## src/rtl/qpe_pkg.sv

```systemverilog
`timescale 1ns / 1ps
`default_nettype none

package qpe_pkg;

   // Sizes
   localparam int MAX_KEY_BYTES = 8;
   localparam int MAX_RESULTS   = 4;
   localparam int QUEUE_DEPTH   = 4;

   localparam int KEY_POS_W = $clog2(MAX_KEY_BYTES + 1);
   localparam int KEY_IDX_W = (MAX_KEY_BYTES > 1) ? $clog2(MAX_KEY_BYTES) : 1;
   localparam int CNT_W     = $clog2(MAX_RESULTS + 1);
   localparam int RES_IDX_W = (MAX_RESULTS > 1) ? $clog2(MAX_RESULTS) : 1;
   localparam int QPTR_W    = (QUEUE_DEPTH > 1) ? $clog2(QUEUE_DEPTH) : 1;
   localparam int QCNT_W    = $clog2(QUEUE_DEPTH + 1);

   // Configuration port
   localparam int CSR_IDX_W  = 2;
   localparam int CSR_DATA_W = 64;
   localparam int KEY_LEN_W  = 4;
   localparam logic [CSR_IDX_W-1:0] CSR_SEARCH_KEY = 2'd0;
   localparam logic [CSR_IDX_W-1:0] CSR_KEY_LENGTH = 2'd1;

   // Result kinds
   localparam logic [1:0] KIND_BYTE    = 2'd0;
   localparam logic [1:0] KIND_END     = 2'd1;
   localparam logic [1:0] KIND_MISSING = 2'd2;

   // Characters
   localparam logic [7:0] CH_PERCENT = 8'h25;
   localparam logic [7:0] CH_PLUS    = 8'h2B;
   localparam logic [7:0] CH_AMP     = 8'h26;
   localparam logic [7:0] CH_EQUALS  = 8'h3D;
   localparam logic [7:0] CH_SPACE   = 8'h20;

   typedef enum logic [1:0] {
      PH_KEY,
      PH_VALUE,
      PH_SKIP,
      PH_DONE
   } phase_type;

   typedef enum logic [1:0] {
      ESC_NONE,
      ESC_PERCENT,
      ESC_DIGIT
   } escape_type;

   typedef struct packed {
      logic [7:0] query_byte;
      logic       no_byte;
      logic       query_end;
   } req_type;

   typedef struct packed {
      logic [7:0] value_byte;
      logic [1:0] kind;
      logic       run_end;
   } rsp_type;

   // All results caused by one accepted item
   typedef struct packed {
      logic [CNT_W-1:0]             count;
      rsp_type [MAX_RESULTS-1:0]    res;
   } bundle_type;

   // Hex digit decode: bit 4 flags a valid digit, bits 3..0 its value
   function automatic logic [4:0] hex_nibble(input logic [7:0] c);
      logic [4:0] r;
      r = 5'd0;
      if (c >= 8'h30 && c <= 8'h39) begin
         r = {1'b1, 4'(c - 8'h30)};
      end else if (c >= 8'h61 && c <= 8'h66) begin
         r = {1'b1, 4'(c - 8'h57)};
      end else if (c >= 8'h41 && c <= 8'h46) begin
         r = {1'b1, 4'(c - 8'h37)};
      end
      return r;
   endfunction

endpackage

`default_nettype wire

```

## src/rtl/qpe_front.sv

```systemverilog
`timescale 1ns / 1ps
`default_nettype none

// Front end: holds the configuration and the parse state, and turns each
// accepted byte into a bundle of up to MAX_RESULTS results.
module qpe_front (
   input  wire logic                            clock,
   input  wire logic                            reset,
   input  wire logic                            push,
   input  wire logic                            queue_full,
   input  wire qpe_pkg::req_type                req_data,
   input  wire logic                            csr_we,
   input  wire logic [qpe_pkg::CSR_IDX_W-1:0]   csr_index,
   input  wire logic [qpe_pkg::CSR_DATA_W-1:0]  csr_wdata,
   output logic                                 bundle_push,
   output qpe_pkg::bundle_type                  bundle
);

   logic [qpe_pkg::CSR_DATA_W-1:0] search_key_ff;
   logic [qpe_pkg::KEY_LEN_W-1:0]  key_length_ff;

   qpe_pkg::phase_type             phase_ff, phase_in;
   logic [qpe_pkg::KEY_POS_W-1:0]  key_pos_ff, key_pos_in;
   logic                           key_mis_ff, key_mis_in;
   qpe_pkg::escape_type            esc_ff, esc_in;
   logic [7:0]                     held_ff, held_in;
   qpe_pkg::bundle_type            bnd;
   logic                           accept;

   // Append one result to a bundle
   function automatic qpe_pkg::bundle_type put_res(input qpe_pkg::bundle_type b,
                                                   input logic [7:0] v,
                                                   input logic [1:0] k);
      qpe_pkg::bundle_type r;
      r = b;
      if (r.count < qpe_pkg::CNT_W'(qpe_pkg::MAX_RESULTS)) begin
         r.res[r.count[qpe_pkg::RES_IDX_W-1:0]].value_byte = v;
         r.res[r.count[qpe_pkg::RES_IDX_W-1:0]].kind       = k;
         r.res[r.count[qpe_pkg::RES_IDX_W-1:0]].run_end    = 1'b0;
         r.count = r.count + qpe_pkg::CNT_W'(1);
      end
      return r;
   endfunction

   // Key length in use, zero when out of range
   function automatic logic [qpe_pkg::KEY_POS_W-1:0] active_len(
         input logic [qpe_pkg::KEY_LEN_W-1:0] l);
      logic [qpe_pkg::KEY_POS_W-1:0] r;
      r = '0;
      if (l != '0 && l <= qpe_pkg::KEY_LEN_W'(qpe_pkg::MAX_KEY_BYTES)) begin
         r = qpe_pkg::KEY_POS_W'(l);
      end
      return r;
   endfunction

   assign accept = push && !queue_full;

   // Classify the byte and build its results
   always_comb begin
      logic [qpe_pkg::KEY_POS_W-1:0] len;
      logic                          matched;
      logic                          take;
      logic [4:0]                    lo_hex;
      logic [4:0]                    hi_hex;
      logic [7:0]                    b;
      logic [7:0]                    key_byte;

      phase_in   = phase_ff;
      key_pos_in = key_pos_ff;
      key_mis_in = key_mis_ff;
      esc_in     = esc_ff;
      held_in    = held_ff;
      bnd        = '0;
      take       = 1'b1;

      b        = req_data.query_byte;
      len      = active_len(key_length_ff);
      matched  = (len != '0) && !key_mis_ff && (key_pos_ff == len);
      lo_hex   = qpe_pkg::hex_nibble(b);
      hi_hex   = qpe_pkg::hex_nibble(held_ff);
      key_byte = search_key_ff[{key_pos_ff[qpe_pkg::KEY_IDX_W-1:0], 3'b000} +: 8];

      if (!req_data.no_byte) begin
         case (phase_ff)
            qpe_pkg::PH_KEY: begin
               if (b == qpe_pkg::CH_AMP) begin
                  if (matched) begin
                     bnd      = put_res(bnd, 8'h00, qpe_pkg::KIND_END);
                     phase_in = qpe_pkg::PH_DONE;
                  end else begin
                     key_pos_in = '0;
                     key_mis_in = 1'b0;
                  end
               end else if (b == qpe_pkg::CH_EQUALS) begin
                  phase_in = matched ? qpe_pkg::PH_VALUE : qpe_pkg::PH_SKIP;
               end else if (!key_mis_ff && key_pos_ff < len && key_byte == b) begin
                  key_pos_in = key_pos_ff + qpe_pkg::KEY_POS_W'(1);
               end else begin
                  key_mis_in = 1'b1;
               end
            end
            qpe_pkg::PH_VALUE: begin
               // settle a pending escape first
               if (esc_ff == qpe_pkg::ESC_PERCENT) begin
                  if (lo_hex[4]) begin
                     held_in = b;
                     esc_in  = qpe_pkg::ESC_DIGIT;
                     take    = 1'b0;
                  end else begin
                     bnd    = put_res(bnd, qpe_pkg::CH_PERCENT, qpe_pkg::KIND_BYTE);
                     esc_in = qpe_pkg::ESC_NONE;
                  end
               end else if (esc_ff == qpe_pkg::ESC_DIGIT) begin
                  if (lo_hex[4]) begin
                     bnd    = put_res(bnd, {hi_hex[3:0], lo_hex[3:0]}, qpe_pkg::KIND_BYTE);
                     esc_in = qpe_pkg::ESC_NONE;
                     take   = 1'b0;
                  end else begin
                     bnd    = put_res(bnd, qpe_pkg::CH_PERCENT, qpe_pkg::KIND_BYTE);
                     bnd    = put_res(bnd, held_ff, qpe_pkg::KIND_BYTE);
                     esc_in = qpe_pkg::ESC_NONE;
                  end
               end
               if (take) begin
                  if (b == qpe_pkg::CH_AMP) begin
                     bnd      = put_res(bnd, 8'h00, qpe_pkg::KIND_END);
                     phase_in = qpe_pkg::PH_DONE;
                  end else if (b == qpe_pkg::CH_PLUS) begin
                     bnd = put_res(bnd, qpe_pkg::CH_SPACE, qpe_pkg::KIND_BYTE);
                  end else if (b == qpe_pkg::CH_PERCENT) begin
                     esc_in = qpe_pkg::ESC_PERCENT;
                  end else begin
                     bnd = put_res(bnd, b, qpe_pkg::KIND_BYTE);
                  end
               end
            end
            qpe_pkg::PH_SKIP: begin
               if (b == qpe_pkg::CH_AMP) begin
                  phase_in   = qpe_pkg::PH_KEY;
                  key_pos_in = '0;
                  key_mis_in = 1'b0;
               end
            end
            default: begin
            end
         endcase
      end

      // close the query and return to the start state
      if (req_data.query_end) begin
         matched = (len != '0) && !key_mis_in && (key_pos_in == len);
         case (phase_in)
            qpe_pkg::PH_KEY: begin
               bnd = put_res(bnd, 8'h00,
                             matched ? qpe_pkg::KIND_END : qpe_pkg::KIND_MISSING);
            end
            qpe_pkg::PH_VALUE: begin
               if (esc_in == qpe_pkg::ESC_PERCENT) begin
                  bnd = put_res(bnd, qpe_pkg::CH_PERCENT, qpe_pkg::KIND_BYTE);
               end else if (esc_in == qpe_pkg::ESC_DIGIT) begin
                  bnd = put_res(bnd, qpe_pkg::CH_PERCENT, qpe_pkg::KIND_BYTE);
                  bnd = put_res(bnd, held_in, qpe_pkg::KIND_BYTE);
               end
               bnd = put_res(bnd, 8'h00, qpe_pkg::KIND_END);
            end
            qpe_pkg::PH_SKIP: begin
               bnd = put_res(bnd, 8'h00, qpe_pkg::KIND_MISSING);
            end
            default: begin
            end
         endcase
         phase_in   = qpe_pkg::PH_KEY;
         key_pos_in = '0;
         key_mis_in = 1'b0;
         esc_in     = qpe_pkg::ESC_NONE;
         held_in    = 8'h00;
      end

      // flag the last result of this item
      if (bnd.count != '0) begin
         bnd.res[qpe_pkg::RES_IDX_W'(bnd.count - qpe_pkg::CNT_W'(1))].run_end = 1'b1;
      end
   end

   assign bundle      = bnd;
   assign bundle_push = accept && (bnd.count != '0);

   // Configuration registers
   always_ff @(posedge clock) begin
      if (reset) begin
         search_key_ff <= '0;
         key_length_ff <= '0;
      end else if (csr_we) begin
         if (csr_index == qpe_pkg::CSR_SEARCH_KEY) begin
            search_key_ff <= csr_wdata;
         end else if (csr_index == qpe_pkg::CSR_KEY_LENGTH) begin
            key_length_ff <= csr_wdata[qpe_pkg::KEY_LEN_W-1:0];
         end
      end
   end

   // Parse state, advanced on each transfer
   always_ff @(posedge clock) begin
      if (reset) begin
         phase_ff   <= qpe_pkg::PH_KEY;
         key_pos_ff <= '0;
         key_mis_ff <= 1'b0;
         esc_ff     <= qpe_pkg::ESC_NONE;
         held_ff    <= 8'h00;
      end else if (accept) begin
         phase_ff   <= phase_in;
         key_pos_ff <= key_pos_in;
         key_mis_ff <= key_mis_in;
         esc_ff     <= esc_in;
         held_ff    <= held_in;
      end
   end

endmodule

`default_nettype wire

```

## src/rtl/qpe_queue.sv

```systemverilog
`timescale 1ns / 1ps
`default_nettype none

// Short queue of result bundles between front and back
module qpe_queue (
   input  wire logic                 clock,
   input  wire logic                 reset,
   input  wire logic                 push,
   input  wire qpe_pkg::bundle_type  push_data,
   output logic                      full,
   input  wire logic                 pop,
   output qpe_pkg::bundle_type       head,
   output logic                      empty
);

   qpe_pkg::bundle_type            slot_ff [qpe_pkg::QUEUE_DEPTH];
   logic [qpe_pkg::QPTR_W-1:0]     wr_ptr_ff;
   logic [qpe_pkg::QPTR_W-1:0]     rd_ptr_ff;
   logic [qpe_pkg::QCNT_W-1:0]     count_ff;
   logic                           do_push;
   logic                           do_pop;

   function automatic logic [qpe_pkg::QPTR_W-1:0] next_ptr(
         input logic [qpe_pkg::QPTR_W-1:0] p);
      logic [qpe_pkg::QPTR_W-1:0] r;
      if (p == qpe_pkg::QPTR_W'(qpe_pkg::QUEUE_DEPTH - 1)) begin
         r = '0;
      end else begin
         r = p + qpe_pkg::QPTR_W'(1);
      end
      return r;
   endfunction

   assign full    = (count_ff == qpe_pkg::QCNT_W'(qpe_pkg::QUEUE_DEPTH));
   assign empty   = (count_ff == '0);
   assign do_push = push && !full;
   assign do_pop  = pop && !empty;
   assign head    = slot_ff[rd_ptr_ff];

   // Store incoming bundle
   always_ff @(posedge clock) begin
      if (do_push) begin
         slot_ff[wr_ptr_ff] <= push_data;
      end
   end

   // Advance pointers and fill count
   always_ff @(posedge clock) begin
      if (reset) begin
         wr_ptr_ff <= '0;
         rd_ptr_ff <= '0;
         count_ff  <= '0;
      end else begin
         if (do_push) begin
            wr_ptr_ff <= next_ptr(wr_ptr_ff);
         end
         if (do_pop) begin
            rd_ptr_ff <= next_ptr(rd_ptr_ff);
         end
         if (do_push && !do_pop) begin
            count_ff <= count_ff + qpe_pkg::QCNT_W'(1);
         end else if (do_pop && !do_push) begin
            count_ff <= count_ff - qpe_pkg::QCNT_W'(1);
         end
      end
   end

endmodule

`default_nettype wire

```

## src/rtl/qpe_back.sv

```systemverilog
`timescale 1ns / 1ps
`default_nettype none

// Back end: takes one bundle at a time and hands its results out in order
module qpe_back (
   input  wire logic                 clock,
   input  wire logic                 reset,
   input  wire qpe_pkg::bundle_type  head,
   input  wire logic                 queue_empty,
   output logic                      queue_pop,
   output logic                      empty,
   input  wire logic                 pop,
   output qpe_pkg::rsp_type          rsp_data
);

   qpe_pkg::bundle_type            cur_ff;
   logic [qpe_pkg::RES_IDX_W-1:0]  idx_ff;
   logic                           valid_ff;
   logic                           advance;
   logic                           last;
   logic                           reload;

   assign advance   = valid_ff && pop;
   assign last      = (qpe_pkg::CNT_W'(idx_ff) == cur_ff.count - qpe_pkg::CNT_W'(1));
   assign reload    = !valid_ff || (advance && last);
   assign queue_pop = reload && !queue_empty;

   assign empty    = !valid_ff;
   assign rsp_data = cur_ff.res[idx_ff];

   // Hold the current bundle
   always_ff @(posedge clock) begin
      if (queue_pop) begin
         cur_ff <= head;
      end
   end

   // Step through results, reload on the last transfer
   always_ff @(posedge clock) begin
      if (reset) begin
         valid_ff <= 1'b0;
         idx_ff   <= '0;
      end else if (reload) begin
         valid_ff <= !queue_empty;
         idx_ff   <= '0;
      end else if (advance) begin
         idx_ff <= idx_ff + qpe_pkg::RES_IDX_W'(1);
      end
   end

endmodule

`default_nettype wire

```

## src/rtl/query_parameter_extractor.sv

```systemverilog
// Query parameter extractor.
// Input queue side: drive req_data with one query byte and raise push; the
// byte transfers at a clock edge where push is high and full is low. Set
// no_byte for an item that only closes an empty query, query_end on the
// last item of a query.
// Result queue side: while empty is low, rsp_data shows the oldest result
// (decoded value byte, end of value, or key not found); it transfers at an
// edge with pop high. run_end marks the last result of one input item.
// Configuration: csr_we writes csr_wdata to register csr_index (0 search
// key, 1 key length) in the same cycle; write only while the block is idle.
// A result passes through the queue slot and then the output register before
// it shows on rsp_data.
// Throughput: one item per cycle while full is low and each item gives at
// most one result; an item that gives several results holds the result side
// while the single output register steps through its bundle. A four-bundle
// queue between parser and output absorbs bursts; full rises when it fills.
// A stalled receiver first fills that queue, then full stalls the sender.
// Reset clears the parse state, both registers, the queue and the output.
`timescale 1ns / 1ps
`default_nettype none

module query_parameter_extractor (
   input  wire logic                            clock,
   input  wire logic                            reset,
   input  wire logic                            push,
   output logic                                 full,
   input  wire qpe_pkg::req_type                req_data,
   output logic                                 empty,
   input  wire logic                            pop,
   output qpe_pkg::rsp_type                     rsp_data,
   input  wire logic                            csr_we,
   input  wire logic [qpe_pkg::CSR_IDX_W-1:0]   csr_index,
   input  wire logic [qpe_pkg::CSR_DATA_W-1:0]  csr_wdata
);

   logic                 bundle_push;
   qpe_pkg::bundle_type  bundle;
   qpe_pkg::bundle_type  head;
   logic                 queue_empty;
   logic                 queue_pop;

   // Parse and classify
   qpe_front u_front (
      .clock       (clock),
      .reset       (reset),
      .push        (push),
      .queue_full  (full),
      .req_data    (req_data),
      .csr_we      (csr_we),
      .csr_index   (csr_index),
      .csr_wdata   (csr_wdata),
      .bundle_push (bundle_push),
      .bundle      (bundle)
   );

   // Decouple front from back
   qpe_queue u_queue (
      .clock     (clock),
      .reset     (reset),
      .push      (bundle_push),
      .push_data (bundle),
      .full      (full),
      .pop       (queue_pop),
      .head      (head),
      .empty     (queue_empty)
   );

   // Serialise results
   qpe_back u_back (
      .clock       (clock),
      .reset       (reset),
      .head        (head),
      .queue_empty (queue_empty),
      .queue_pop   (queue_pop),
      .empty       (empty),
      .pop         (pop),
      .rsp_data    (rsp_data)
   );

endmodule

`default_nettype wire

```

## config.mk

```make
export PLATFORM = sky130hd
export DESIGN_NAME = query_parameter_extractor
export DESIGN_NICKNAME = d
export VERILOG_FILES = /design/src/rtl/qpe_pkg.sv /design/src/rtl/qpe_front.sv /design/src/rtl/qpe_queue.sv /design/src/rtl/qpe_back.sv /design/src/rtl/query_parameter_extractor.sv
export SDC_FILE = /design/constraint.sdc
export NUM_CORES = 1
export LEC_CHECK = 0
export ABC_CLOCK_PERIOD_IN_PS = 10850
export BUFFER_PORTS_ARGS = -buffer_cell sky130_fd_sc_hd__clkbuf_2
export CORE_MARGIN = 1
export CORE_UTILIZATION = 60
export DETAILED_ROUTE_END_ITERATION = 6
export HOLD_SLACK_MARGIN = 0.02
export PLACE_DENSITY = 0.77
export SETUP_SLACK_MARGIN = 0.2
export SYNTH_ARGS = -nofsm -noshare
export SYNTH_HDL_FRONTEND = slang
export SYNTH_SLANG_ARGS = --single-unit
export TNS_END_PERCENT = 50
```

## constraint.sdc

```tcl
create_clock -name clock -period 10.85 [get_ports clock]
set_clock_uncertainty 0.1 [all_clocks]
set_input_delay 2.17 -clock clock [delete_from_list [all_inputs] [get_ports clock]]
set_output_delay 2.17 -clock clock [all_outputs]
set_load 0.05 [all_outputs]
```

# Word level (Yosys, flattened, before mapping)

Memory sizes are Yosys's and may differ from the RTL's. A register that Yosys moved wholly into a read port is not among the register bits.
Index checks and enable logic that the tools add are counted.

Bits in registers: 95
Bits in writable memories: 188
Bits of input ports: 81
Output and inout port bits: 13
Memories: 1

Memories:

| memory          | words | width | rd ports | clocked after memory_dff | write ports | line            | text |
|---|---|---|---|---|---|---|---|
| u_queue.slot_ff | 4     | 47    | 1        | 1                        | 1           | qpe_queue.sv:16 | `qpe_pkg::bundle_type slot_ff [qpe_pkg::QUEUE_DEPTH];` |

Add/subtract/negate cells: 19
$lt $le $gt $ge: 32
Equality and inequality tests: 20
Shift operators: 1
Muxes and demuxes: 165
Bitwise gates (word level): 1
Reduce and logical (&&, ||, !) cells: 47

Operator list:

| cell                                                              | count |
|---|---|
| 2-to-1 mux 47 bit                                                 | 29 |
| bitwise mux 44 bit                                                | 27 |
| demux 11 bit (select 2 bit)                                       | 16 |
| case mux 47 bit (3 select lines)                                  | 1 |
| 2-to-1 mux 11 bit                                                 | 11 |
| case mux 47 bit (2 select lines)                                  | 1 |
| 2-to-1 mux 45 bit                                                 | 2 |
| indexed part select 64 x 7 -> 8 bit                               | 1 |
| 2-to-1 mux 2 bit                                                  | 22 |
| 2-to-1 mux 4 bit                                                  | 11 |
| 2-to-1 mux 44 bit                                                 | 1 |
| 2-to-1 mux 8 bit                                                  | 5 |
| 2-to-1 mux 3 bit                                                  | 12 |
| equality test 8 x 6 -> 1 bit, second input constant               | 4 |
| greater-or-equal comparator 8 x 7 -> 1 bit, second input constant | 4 |
| less-or-equal comparator 8 x 7 -> 1 bit, second input constant    | 4 |
| logical AND 1 bit                                                 | 28 |
| binary-select mux 11 bit (select 2 bit)                           | 1 |
| < comparator 2 x 3 -> 1 bit, second input constant                | 7 |
| 2-to-1 mux 1 bit                                                  | 20 |
| adder 3 x 1 -> 3 bit, second input constant                       | 6 |
| greater-or-equal comparator 8 x 6 -> 1 bit, second input constant | 2 |
| less-or-equal comparator 8 x 6 -> 1 bit, second input constant    | 2 |
| subtractor 4 x 3 -> 4 bit, second input constant                  | 4 |
| 30 further kinds                                                  | 64 |

# Longest topological paths before layout

Gate-level depths: netlist of run 1.

Depth in word-level cells: 78
Depth in mapped cells: 25

# Cells and area by module

From an unflattened synthesis of run 1, not the netlist that was laid out.

Cell total of the unflattened synthesis: 1,250
Area total of the unflattened synthesis: 15,686.3 um2

Modules (own cells, without submodules):

| module    | times used | cells an instance | area an instance (um2) | seq. area each (um2) |
|---|---|---|---|---|
| qpe_queue | 1          | 295               | 7,269.5                | 5,825.6 |
| qpe_front | 1          | 868               | 6,498.7                | 1,701.6 |
| qpe_back  | 1          | 87                | 1,918.1                | 1,471.4 |

# Worst setup path before layout of run 1

OpenSTA, ideal clock, no wires.

Path kind: input to register
Start: input req_data[3] (netlist name)
End: memory u_queue.slot_ff[0][0] (netlist name) (enable)
Setup time: 0.409 ns
Arrival time: 6.645 ns
Required time: 10.341 ns
Slack: 3.696 ns
Stages on the path: 18
Buffers on the path: 2
Path through: inv_1 > ha_1 > nand2b_1 > o21ai_1 > o21ai_2 > or3_1 > clkbuf_1 > inv_1 > ha_1 > clkbuf_1 > ha_1 > o32ai_1 > a21oi_1 > ha_1 > a32o_1 > o21ai_1 > a41oi_4 > and2_1

Cells in the longest elaborated chain, start to end: 39

Ends and longest elaborated chain:

| element                                                                                                      | line                            | text |
|---|---|---|
| from (decl)                                                                                                  | query_parameter_extractor.sv:27 | `input wire qpe_pkg::req_type req_data,` |
| greater-or-equal comparator 8 x 7 -> 1 bit / less-or-equal comparator 8 x 7 -> 1 bit (equally long branches) | qpe_pkg.sv:76                   | `end else if (c >= 8'h41 && c <= 8'h46) begin` |
| logical AND 1 bit                                                                                            | qpe_pkg.sv:76                   |  |
| 2-to-1 mux 5 bit                                                                                             | qpe_pkg.sv:76                   |  |
| 2-to-1 mux 5 bit                                                                                             | qpe_pkg.sv:74                   | `end else if (c >= 8'h61 && c <= 8'h66) begin` |
| 2-to-1 mux 5 bit                                                                                             | qpe_pkg.sv:72                   | `if (c >= 8'h30 && c <= 8'h39) begin` |
| 2-to-1 mux 47 bit                                                                                            | qpe_front.sv:114                | `if (lo_hex[4]) begin` |
| 2-to-1 mux 47 bit                                                                                            | qpe_front.sv:113                | `end else if (esc_ff == qpe_pkg::ESC_DIGIT) begin` |
| 2-to-1 mux 47 bit                                                                                            | qpe_front.sv:104                | `if (esc_ff == qpe_pkg::ESC_PERCENT) begin` |
| (+24 left out)                                                                                               | n/a                             |  |
| case mux 47 bit (3 select lines)                                                                             | qpe_front.sv:152                | `case (phase_in)` |
| 2-to-1 mux 47 bit (*)                                                                                        | qpe_front.sv:150                | `if (req_data.query_end) begin` |
| nonzero test 3 bit (*)                                                                                       | qpe_front.sv:186                | `assign bundle_push = accept && (bnd.count != '0);` |
| logical AND 1 bit (*)                                                                                        | qpe_front.sv:186                |  |
| logical AND 1 bit (*)                                                                                        | qpe_queue.sv:36                 | `assign do_push = push && !full;` |
| via u_queue.do_push                                                                                          | qpe_queue.sv:20                 | `logic do_push;` |
| 2-to-1 mux 1 bit (*)                                                                                         | qpe_queue.sv:42                 | `if (do_push) begin` |
| 2-to-1 mux 1 bit (implied by the code) (*)                                                                   | qpe_queue.sv:43                 | `slot_ff[wr_ptr_ff] <= push_data;` |
| to (decl)                                                                                                    | qpe_queue.sv:16                 |  |

The timed path passes the listed nets; every way through them passes the cells marked *. The select of a mux whose other input is x is not followed.

# Worst setup path after layout of run 1

Start: input req_data[3] (netlist name)
End: register u_queue.count_ff[2] (netlist name)

Cells in the longest elaborated chain, start to end: 40

Ends and longest elaborated chain:

| element                                                                                                      | line             | text |
|---|---|---|
| greater-or-equal comparator 8 x 7 -> 1 bit / less-or-equal comparator 8 x 7 -> 1 bit (equally long branches) | qpe_pkg.sv:76    |  |
| logical AND 1 bit                                                                                            | qpe_pkg.sv:76    |  |
| 2-to-1 mux 5 bit                                                                                             | qpe_pkg.sv:76    |  |
| 2-to-1 mux 5 bit                                                                                             | qpe_pkg.sv:74    |  |
| 2-to-1 mux 5 bit                                                                                             | qpe_pkg.sv:72    |  |
| 2-to-1 mux 47 bit                                                                                            | qpe_front.sv:114 |  |
| 2-to-1 mux 47 bit                                                                                            | qpe_front.sv:113 |  |
| 2-to-1 mux 47 bit                                                                                            | qpe_front.sv:104 |  |
| (+25 left out)                                                                                               | n/a              |  |
| 2-to-1 mux 47 bit (*)                                                                                        | qpe_front.sv:150 |  |
| nonzero test 3 bit (*)                                                                                       | qpe_front.sv:186 |  |
| logical AND 1 bit (*)                                                                                        | qpe_front.sv:186 |  |
| logical AND 1 bit (*)                                                                                        | qpe_queue.sv:36  |  |
| via u_queue.do_push                                                                                          | qpe_queue.sv:20  |  |
| zero test 1 bit                                                                                              | qpe_queue.sv:62  | `end else if (do_pop && !do_push) begin` |
| logical AND 1 bit                                                                                            | qpe_queue.sv:62  |  |
| nonzero test 2 bit (no line)                                                                                 | n/a              |  |
| to (signal assigned)                                                                                         | qpe_queue.sv:61  | `count_ff <= count_ff + qpe_pkg::QCNT_W'(1);` |
| to (signal assigned)                                                                                         | qpe_queue.sv:63  | `count_ff <= count_ff - qpe_pkg::QCNT_W'(1);` |
| to (decl)                                                                                                    | qpe_queue.sv:19  | `logic [qpe_pkg::QCNT_W-1:0] count_ff;` |

Marks and branches as above.
A chain may end at the register's enable or synchronous reset.

==> flow_summary.rst, run 1 <==
.. list-table::
   :header-rows: 1

   * - Metric
     - Value
   * - Cell count of the worst reg-to-reg path
     - 21
   * - Via count of the first global-routing pass
     - 10300
   * - Launching element type of the critical path
     - input pin
   * - Cell internal pwr
     - 0.00231 W
   * - Data arrival at the endpoint of the critical path
     - 7.65 ns
   * - Pwr dens
     - 187 mW/mm2
   * - Die width
     - 162 um
   * - Drt initial violations
     - 1004
   * - Overall via count from detail_route
     - 10400
   * - Longest Clk Path Bufs
     - 3
   * - GR met1 Demand/Resource
     - 0.398
   * - Fin Setup TNS
     - 0 ns
   * - Number of library cell types mapped by synthesis
     - 80
   * - Worst setup slack for register-to-register paths
     - 4.61 ns
   * - Reported net switching power
     - 0.000872 W
   * - Total global routing overflow
     - 0
   * - Flip-flop and latch count after synthesis
     - 330
   * - Largest cells by area after synthesis
     - edfxtp_1 46%, dfxtp_1 12%, mux4_2 9.7%
   * - Layout cell share with drive strength beyond 1
     - 0.191
   * - Most frequent cells in the layout
     - 235 x edfxtp_1, 183 x nand2_1, 125 x a21oi_1
   * - Kind of end point of the critical path
     - register
   * - Number of max-cap violations
     - 0
   * - GRT Resource Usage Total
     - 0.292
   * - Sequential cell area fraction in the yosys report
     - 0.585
   * - Overall die height
     - 162 um
   * - Post-cts repair resize count
     - 0
   * - Number of nets in the layout
     - 1430
   * - Worst r2r src
     - u_front.key_pos_ff[0]
   * - Wire per inst
     - 22.3 um
   * - Final weighted congestion in routability-driven placement
     - 0.934
   * - RSZ-0062 raised after global routing
     - no
   * - Worst vdd ir
     - 0.128 mV
   * - Post-synthesis cell type with the largest combined area
     - edfxtp_1
   * - Startpoint-to-endpoint class of the critical path
     - input pin to register
   * - Per-instance average area after synthesis
     - 12.3 um2
   * - Core utilization of the finished layout
     - 0.678
   * - First-pass GRT wire length
     - 58000 um
   * - Reg2Reg Capture Point
     - u_queue.count_ff[2]
   * - Beginning of the worst hold path
     - u_front.search_key_ff[23]
   * - Buffer count from post-CTS setup fixing
     - 0
   * - GRT Max-Usage Layer
     - met2
   * - H-tree depth
     - 1
   * - Count of endpoints failing hold in the final timing report
     - 0
   * - Clock Sinks
     - 330
   * - DRT Pass-1 Iters
     - 5
   * - Highest clock frequency the design can meet
     - 0.138 GHz
   * - Core ar.
     - 0.0251 mm2
   * - Switch share
     - 0.274
   * - Worst-margin pin slew
     - 1.02 ns
   * - Clock network fraction of design power
     - 0.319
   * - Maximum number of pins on one net before global-route repair
     - 96
   * - Final cycle utilization of the critical path
     - 0.670
   * - Die outline area
     - 0.0262 mm2
   * - Source of the critical timing path
     - req_data[3]
   * - Total DRC errors in the routed layout
     - 0
   * - Count of input and output buffers
     - 93
   * - Leakage power of the design
     - 5.86 nW
   * - Area added between synthesis and finish
     - 11.1%
   * - Detailed-route vias per instance
     - 6.20
   * - Number of synthesized flops with an enable pin
     - 235
   * - Core Rows
     - 58
   * - I/O pin cnt
     - 94
   * - Initial antenna violation count
     - 1
   * - Clock latency on the worst-skew pair
     - 0.56 ns
   * - Final ANT Viol Nets
     - 0
   * - Most frequent standard cell in the layout excluding fill and tap cells
     - edfxtp_1
   * - Number of inserted filler cells in the final layout
     - 1846
   * - Fraction of post-synthesis cell area in the top cell type by area
     - 0.460
   * - Clock tree from TritonCTS
     - built
   * - Run status
     - finished clean
   * - Clock period minus worst slack
     - 7.27 ns
   * - Maximum fanout along the worst path
     - 9
   * - Area of the mapped netlist
     - 0.0153 mm2
   * - Critical Path RT
     - 11.23 ns
   * - Count of hold-fix buffers inserted at cts
     - 0
   * - Warnings from Yosys
     - 0
   * - Routing usage on met3
     - 0.0383
   * - Routed WL
     - 37400 um
   * - Setup violators final
     - 0
   * - Number of CTS-inserted buffers
     - 31
   * - Fraction of synthesis flops using an asynchronous set or reset pin
     - 0
   * - Met2 Usage GRT
     - 0.483
   * - Number of cells produced by synthesis
     - 1241
   * - Flop pwr share
     - 0.509
   * - Hold Crit Class
     - register to register
   * - HPWL Detailed
     - 25600 um
   * - Worst-case headroom to the max-slew limit
     - 0.319
   * - Worst-case hold slack
     - 0.351 ns
   * - Endpoint of the worst setup timing path
     - u_queue.count_ff[2]
   * - Clock root buffer master
     - clkbuf_16
   * - Ys flop type
     - edfxtp_1
   * - Portion of total power attributed to combinational logic
     - 0.172
   * - Final slew viol count
     - 0
   * - Initial Utilization
     - 0.610
   * - Worst-path clk slew
     - 0.06 ns
## area by class of cell
type | count | area, um2 | area share
antenna | 1 | 2.50 | 0.000147
clock buffer | 39 | 851 | 0.0500
clock inverter | 19 | 106 | 0.00625
inverter | 31 | 116 | 0.00683
multi-input combinational | 817 | 6000 | 0.353
sequential | 330 | 8960 | 0.526
tap | 330 | 413 | 0.0243
timing repair buffer | 107 | 571 | 0.0335
## cell usage after synthesis (all sizes together), types with 6 or more instances
cell,count
nor2b,9
xnor2,13
a21oi,126
nor2,102
inv,31
nand4,8
xor2,8
o22ai,10
mux2,11
mux4,66
a21o,7
clkbuf,43
dfxtp,95
buf,27
a22oi,15
nand3,19
ha,30
a32o,6
o21ai,32
edfxtp,235
nand2,184
mux2i,28
nor3,19
nand2b,11
a32oi,8
and4,6
a31oi,9
o32ai,6
and2,7
## worst min-delay path by stage
stage | endpoint | slack, ns | cells past startpoint
final | u_front.search_key_ff[23] | 0.35 | 2
after CTS | u_front.search_key_ff[54] | 0.35 | 2
after detailed placement | u_front.search_key_ff[54] | 0.35 | 2
after floorplan | u_front.search_key_ff[18] | 0.33 | 2
after global placement | u_front.search_key_ff[54] | 0.34 | 2
after global routing | u_front.search_key_ff[55] | 0.37 | 2
## critical path, cell delays in order
cell,delay (ns)
clkbuf_2,0.20
inv_1,0.16
ha_1,0.26
nand2b_1,0.15
o21ai_1,0.28
o21ai_2,0.22
or3_1,0.51
inv_1,0.11
ha_1,0.33
inv_1,0.20
nor3_1,0.26
a311oi_2,0.11
xor2_2,0.30
inv_1,0.10
ha_1,0.29
a32o_1,0.15
o21ai_1,0.15
a41oi_4,0.38
ha_1,0.25
inv_1,0.06
fa_1,0.37
xor2_1,0.17
or3_1,0.30
a21oi_1,0.14
## metal layers
metal,vias to the layer above,wire length [um],part of all wire
li1,4809,-,-
met1,5058,15300,0.41
met2,421,18200,0.49
met3,85,2600,0.069
met4,0,1260,0.034
met5,-,0,0
## metrics by stage
step / instances / power [W] / setup slack, ns / area [um2]
2_1_floorplan: 1248 / 0.00203 / 3.70 / 15400
5_1_grt: 1674 / 0.00330 / 3.29 / 17000
3_5_place_dp: 1615 / 0.00219 / 3.08 / 16100
3_3_place_gp: 1615 / 0.00216 / 3.20 / 16100
4_1_cts: 1673 / 0.00321 / 3.66 / 17000
6_report: 1674 / 0.00318 / 3.58 / 17000
## sequential cells by signal, summed over array words and instances, names as in the netlist
register / cells
u_queue.wr_ptr_ff: 2
u_front.key_pos_ff: 4
u_front.key_length_ff: 4
u_back.valid_ff: 1
u_queue.count_ff: 3
u_front.phase_ff: 2
u_queue.rd_ptr_ff: 2
u_front.search_key_ff: 64
u_back.cur_ff: 47
u_back.idx_ff: 2
u_front.esc_ff: 2
u_front.key_mis_ff: 1
u_front.held_ff: 8
u_queue.slot_ff: 188
## logic make-up after synthesis
logic type / synth area share
other cells: 0.000245
compound gates: 0.112
mux: 0.123
buf+inv: 0.0269
xor+xnor: 0.0125
simple gates: 0.115
flops: 0.585
fa+ha+maj: 0.0258
## power by group through the flow
| stage | sequential, W | clock [W] | combinational [W] |
|---|---|---|---|
| 2_1_floorplan | 0.00159 | 0 | 0.000440 |
| 3_3_place_gp | 0.00163 | 0 | 0.000528 |
| 3_5_place_dp | 0.00165 | 0 | 0.000547 |
| 4_1_cts | 0.00163 | 0.00103 | 0.000554 |
| 5_1_grt | 0.00164 | 0.00107 | 0.000587 |
| 6_report | 0.00162 | 0.00101 | 0.000547 |
Note: power is estimated with default switching activity, not from simulation.
==> inputs of run 2 (changes only) <==
ABC_CLOCK_PERIOD_IN_PS = 7480   (was 10850)
clock period = 7.48 ns   (was 10.85 ns; I/O delays follow)
==> run 2 against run 1 <==
  * Count of clock-buffer cells in the layout is 7 higher
  * Largest cell class unchanged
  * Critical endpoint unchanged
  * Final area is 1.0% higher
  * Worst setup slack got worse by 2.5 ns
  * Critical path type unchanged
==> flow_summary.rst, run 2 (same netlist as run 1, synthesis figures left out) <==
.. list-table::
   :header-rows: 1

   * - Metric
     - Value
   * - Run status
     - finished clean (unchanged)
   * - Critical Path RT
     - 7.81 ns (was 11.23 ns)
   * - Total DRC errors in the routed layout
     - 0 (unchanged)
   * - Overall via count from detail_route
     - 10500 (was 10400)
   * - Buffer count from post-CTS setup fixing
     - 0 (unchanged)
   * - Flip-flop count of the largest register after layout
     - 188 (unchanged)
   * - Most frequent cells in the layout
     - 235 x edfxtp_1, 183 x nand2_1, 125 x a21oi_1 (unchanged)
   * - Endpoint of the worst setup timing path
     - u_queue.count_ff[2] (unchanged)
   * - GRT Resource Usage Total
     - 0.307 (was 0.292)
   * - Clock Sinks
     - 330 (unchanged)
   * - Startpoint-to-endpoint class of the critical path
     - input pin to register (unchanged)
   * - Cell breakdown of the critical path
     - clkbuf_2, inv_1, ha_1, nor2b_1, nand3_2, xnor2_1, o32ai_1, ha_1, inv_1, nor3_1, a311oi_2, o32ai_1, a21oi_1, ha_1, inv_1, a21oi_1, o21ai_1, a41oi_4, ha_1, inv_1, fa_1, xor2_1, or3_1, a21oi_1 (was clkbuf_2, inv_1, ha_1, nand2b_1, o21ai_1, o21ai_2, or3_1, inv_1, ha_1, inv_1, nor3_1, a311oi_2, xor2_2, inv_1, ha_1, a32o_1, o21ai_1, a41oi_4, ha_1, inv_1, fa_1, xor2_1, or3_1, a21oi_1)
   * - Slack of the critical path
     - 1.09 ns (was 3.58 ns)
   * - Critical path's slowest cell
     - a311oi_2 (was or3_1)
   * - Most frequent standard cell in the layout excluding fill and tap cells
     - edfxtp_1 (unchanged)
   * - Reg2Reg Capture Point
     - u_queue.count_ff[2] (unchanged)
   * - Worst vdd ir
     - 0.254 mV (was 0.128 mV)
   * - Number of buffer and inverter instances along the worst setup path
     - 5 (was 6)
   * - Core ar.
     - 0.0251 mm2 (unchanged)
   * - Source of the critical timing path
     - req_data[3] (unchanged)
   * - Data arrival at the endpoint of the critical path
     - 6.72 ns (was 7.65 ns)
   * - Die outline area
     - 0.0262 mm2 (unchanged)
   * - Count of input and output buffers
     - 93 (unchanged)
   * - Kind of end point of the critical path
     - register (unchanged)
   * - Worst-path clk slew
     - 0.06 ns (about the same)
   * - Die width
     - 162 um (unchanged)
   * - Leakage power of the design
     - 5.92 nW (was 5.86 nW)
   * - Clock root buffer master
     - clkbuf_16 (unchanged)
   * - Initial antenna violation count
     - 0 (was 1)
   * - Longest Clk Path Bufs
     - 3 (unchanged)
   * - Final weighted congestion in routability-driven placement
     - 0.962 (was 0.934)
   * - Cell internal pwr
     - 0.00348 W (was 0.00231 W)
   * - Pwr dens
     - 276 mW/mm2 (was 187 mW/mm2)
   * - Clock period minus worst slack
     - 6.39 ns
   * - RSZ-0062 raised after global routing
     - no (unchanged)
   * - Number of nets in the layout
     - 1437 (was 1430)
   * - Post-cts repair resize count
     - 0 (unchanged)
   * - Reported net switching power
     - 0.00127 W (was 0.000872 W)
   * - Instance count along the most critical hold path
     - 2 (unchanged)
   * - Fin Setup TNS
     - 0 ns (unchanged)
   * - Cell class contributing the biggest share of worst-path delay
     - compound AO/OA/AOI/OAI gates (was adder cells)
   * - Total global routing overflow
     - 0 (unchanged)
   * - Count of hold-fix buffers inserted at cts
     - 0 (unchanged)
   * - Overall die height
     - 162 um (unchanged)
   * - Setup violators final
     - 0 (unchanged)
   * - Final ANT Viol Nets
     - 0 (unchanged)
   * - Area added between synthesis and finish
     - 12.2% (was 11.1%)
   * - Post-place setup slack
     - 0.625 ns (was 3.08 ns)
   * - Largest Register
     - u_queue.slot_ff (unchanged)
   * - Count of endpoints failing hold in the final timing report
     - 0 (unchanged)
   * - Clock tree from TritonCTS
     - built (unchanged)
   * - Number of max-cap violations
     - 0 (unchanged)
   * - Core Rows
     - 58 (unchanged)
   * - Registers with the most flip-flops
     - u_queue.slot_ff: 188 flops, u_front.search_key_ff: 64 flops, u_back.cur_ff: 47 flops (unchanged)
   * - Final cycle utilization of the critical path
     - 0.854
   * - Maximum number of pins on one net before global-route repair
     - 96 (unchanged)
   * - Total power consumption of the routed design
     - 0.00475 W (was 0.00318 W)
   * - Drt initial violations
     - 1010 (was 1004)
   * - DRT Pass-1 Iters
     - 5 (unchanged)
   * - Wire per inst
     - 23.3 um (was 22.3 um)
   * - Launching element type of the critical path
     - input pin (unchanged)
   * - H-tree depth
     - 2 (was 1)
   * - Clock network fraction of design power
     - 0.337 (was 0.319)
   * - Maximum fanout along the worst path
     - 8 (was 9)
   * - Initial Utilization
     - 0.610 (unchanged)
   * - Worst-case headroom to the max-slew limit
     - 0.220 (was 0.319)
   * - Flop pwr share
     - 0.495 (was 0.509)
   * - Core utilization of the finished layout
     - 0.685 (was 0.678)
   * - Layout cell share with drive strength beyond 1
     - 0.193 (was 0.191)
   * - Highest clock frequency the design can meet
     - 0.157 GHz
   * - Final slew viol count
     - 0 (unchanged)
   * - Max incr delay on CP
     - 0.43 ns (was 0.51 ns)
   * - Routed WL
     - 39000 um (was 37400 um)
   * - Worst setup slack for register-to-register paths
     - 1.41 ns (was 4.61 ns)
   * - Via count of the first global-routing pass
     - 10300 (about the same)
   * - Cell count of the worst reg-to-reg path
     - 19 (was 21)
   * - Clock latency on the worst-skew pair
     - 0.51 ns (was 0.56 ns)
   * - Worst-margin pin slew
     - 1.17 ns (was 1.02 ns)
   * - Number of CTS-inserted buffers
     - 34 (was 31)
   * - First-pass GRT wire length
     - 60400 um (was 58000 um)
   * - Switch share
     - 0.268 (was 0.274)
   * - Antenna Diode Count
     - 0 (was 1)
   * - HPWL Detailed
     - 26900 um (was 25600 um)
   * - Hold Crit Class
     - register to register (unchanged)
   * - I/O pin cnt
     - 94 (unchanged)
   * - Portion of total power attributed to combinational logic
     - 0.168 (was 0.172)
   * - Worst r2r src
     - u_front.key_pos_ff[0] (unchanged)
   * - Detailed-route vias per instance
     - 6.24 (was 6.20)
   * - Critical path depth in cells
     - 24 (unchanged)
-- run 2: tightest hold or removal path: cells and delay by family (launching register included) --
kind            cells  cell delay, ns
simple gates        1            0.05
flops               1            0.31
compound gates      1            0.05
-- run 2: layer usage --
metal | vias up | GRT usage | share of wire
li1 | 4823 | - | -
met1 | 5107 | 0.419 | 0.41
met2 | 457 | 0.519 | 0.50
met3 | 79 | 0.0342 | 0.060
met4 | 0 | 0.0969 | 0.028
met5 | - | 0 | 0
-- run 2: area by class of cell --
class	count	area (um2)
inverters	31	116
clock inverters	12	83.8
repair buffers	111	651
fillers	1817	7910
clock buffers	46	968
flip-flops and latches	330	8960
multi-input cells	817	6000
well taps	330	413
-- run 2: metrics by stage --
step,cells,instance area (um2),hold WS (ns)
6_report,1677,17200,0.354
5_1_grt,1677,17200,0.372
4_1_cts,1677,17200,0.352
3_5_place_dp,1619,16100,0.343
3_3_place_gp,1619,16100,0.339
2_1_floorplan,1248,15400,0.332
-- run 2: worst min-delay path by stage --
stage | from | to | slack [ns]
4_1_cts | u_front.search_key_ff[31] | u_front.search_key_ff[31] | 0.35
6_report | u_front.search_key_ff[31] | u_front.search_key_ff[31] | 0.35
3_3_place_gp | u_front.search_key_ff[21] | u_front.search_key_ff[21] | 0.34
3_5_place_dp | u_front.search_key_ff[31] | u_front.search_key_ff[31] | 0.34
5_1_grt | u_front.search_key_ff[31] | u_front.search_key_ff[31] | 0.37
2_1_floorplan | u_front.search_key_ff[18] | u_front.search_key_ff[18] | 0.33
-- run 2: power groups by stage --
stage | clock (W) | combinational [W] | sequential (W)
6_report | 0.00160 | 0.000799 | 0.00235
2_1_floorplan | 0 | 0.000638 | 0.00231
5_1_grt | 0.00169 | 0.000853 | 0.00238
4_1_cts | 0.00162 | 0.000808 | 0.00237
3_3_place_gp | 0 | 0.000768 | 0.00237
3_5_place_dp | 0 | 0.000796 | 0.00240
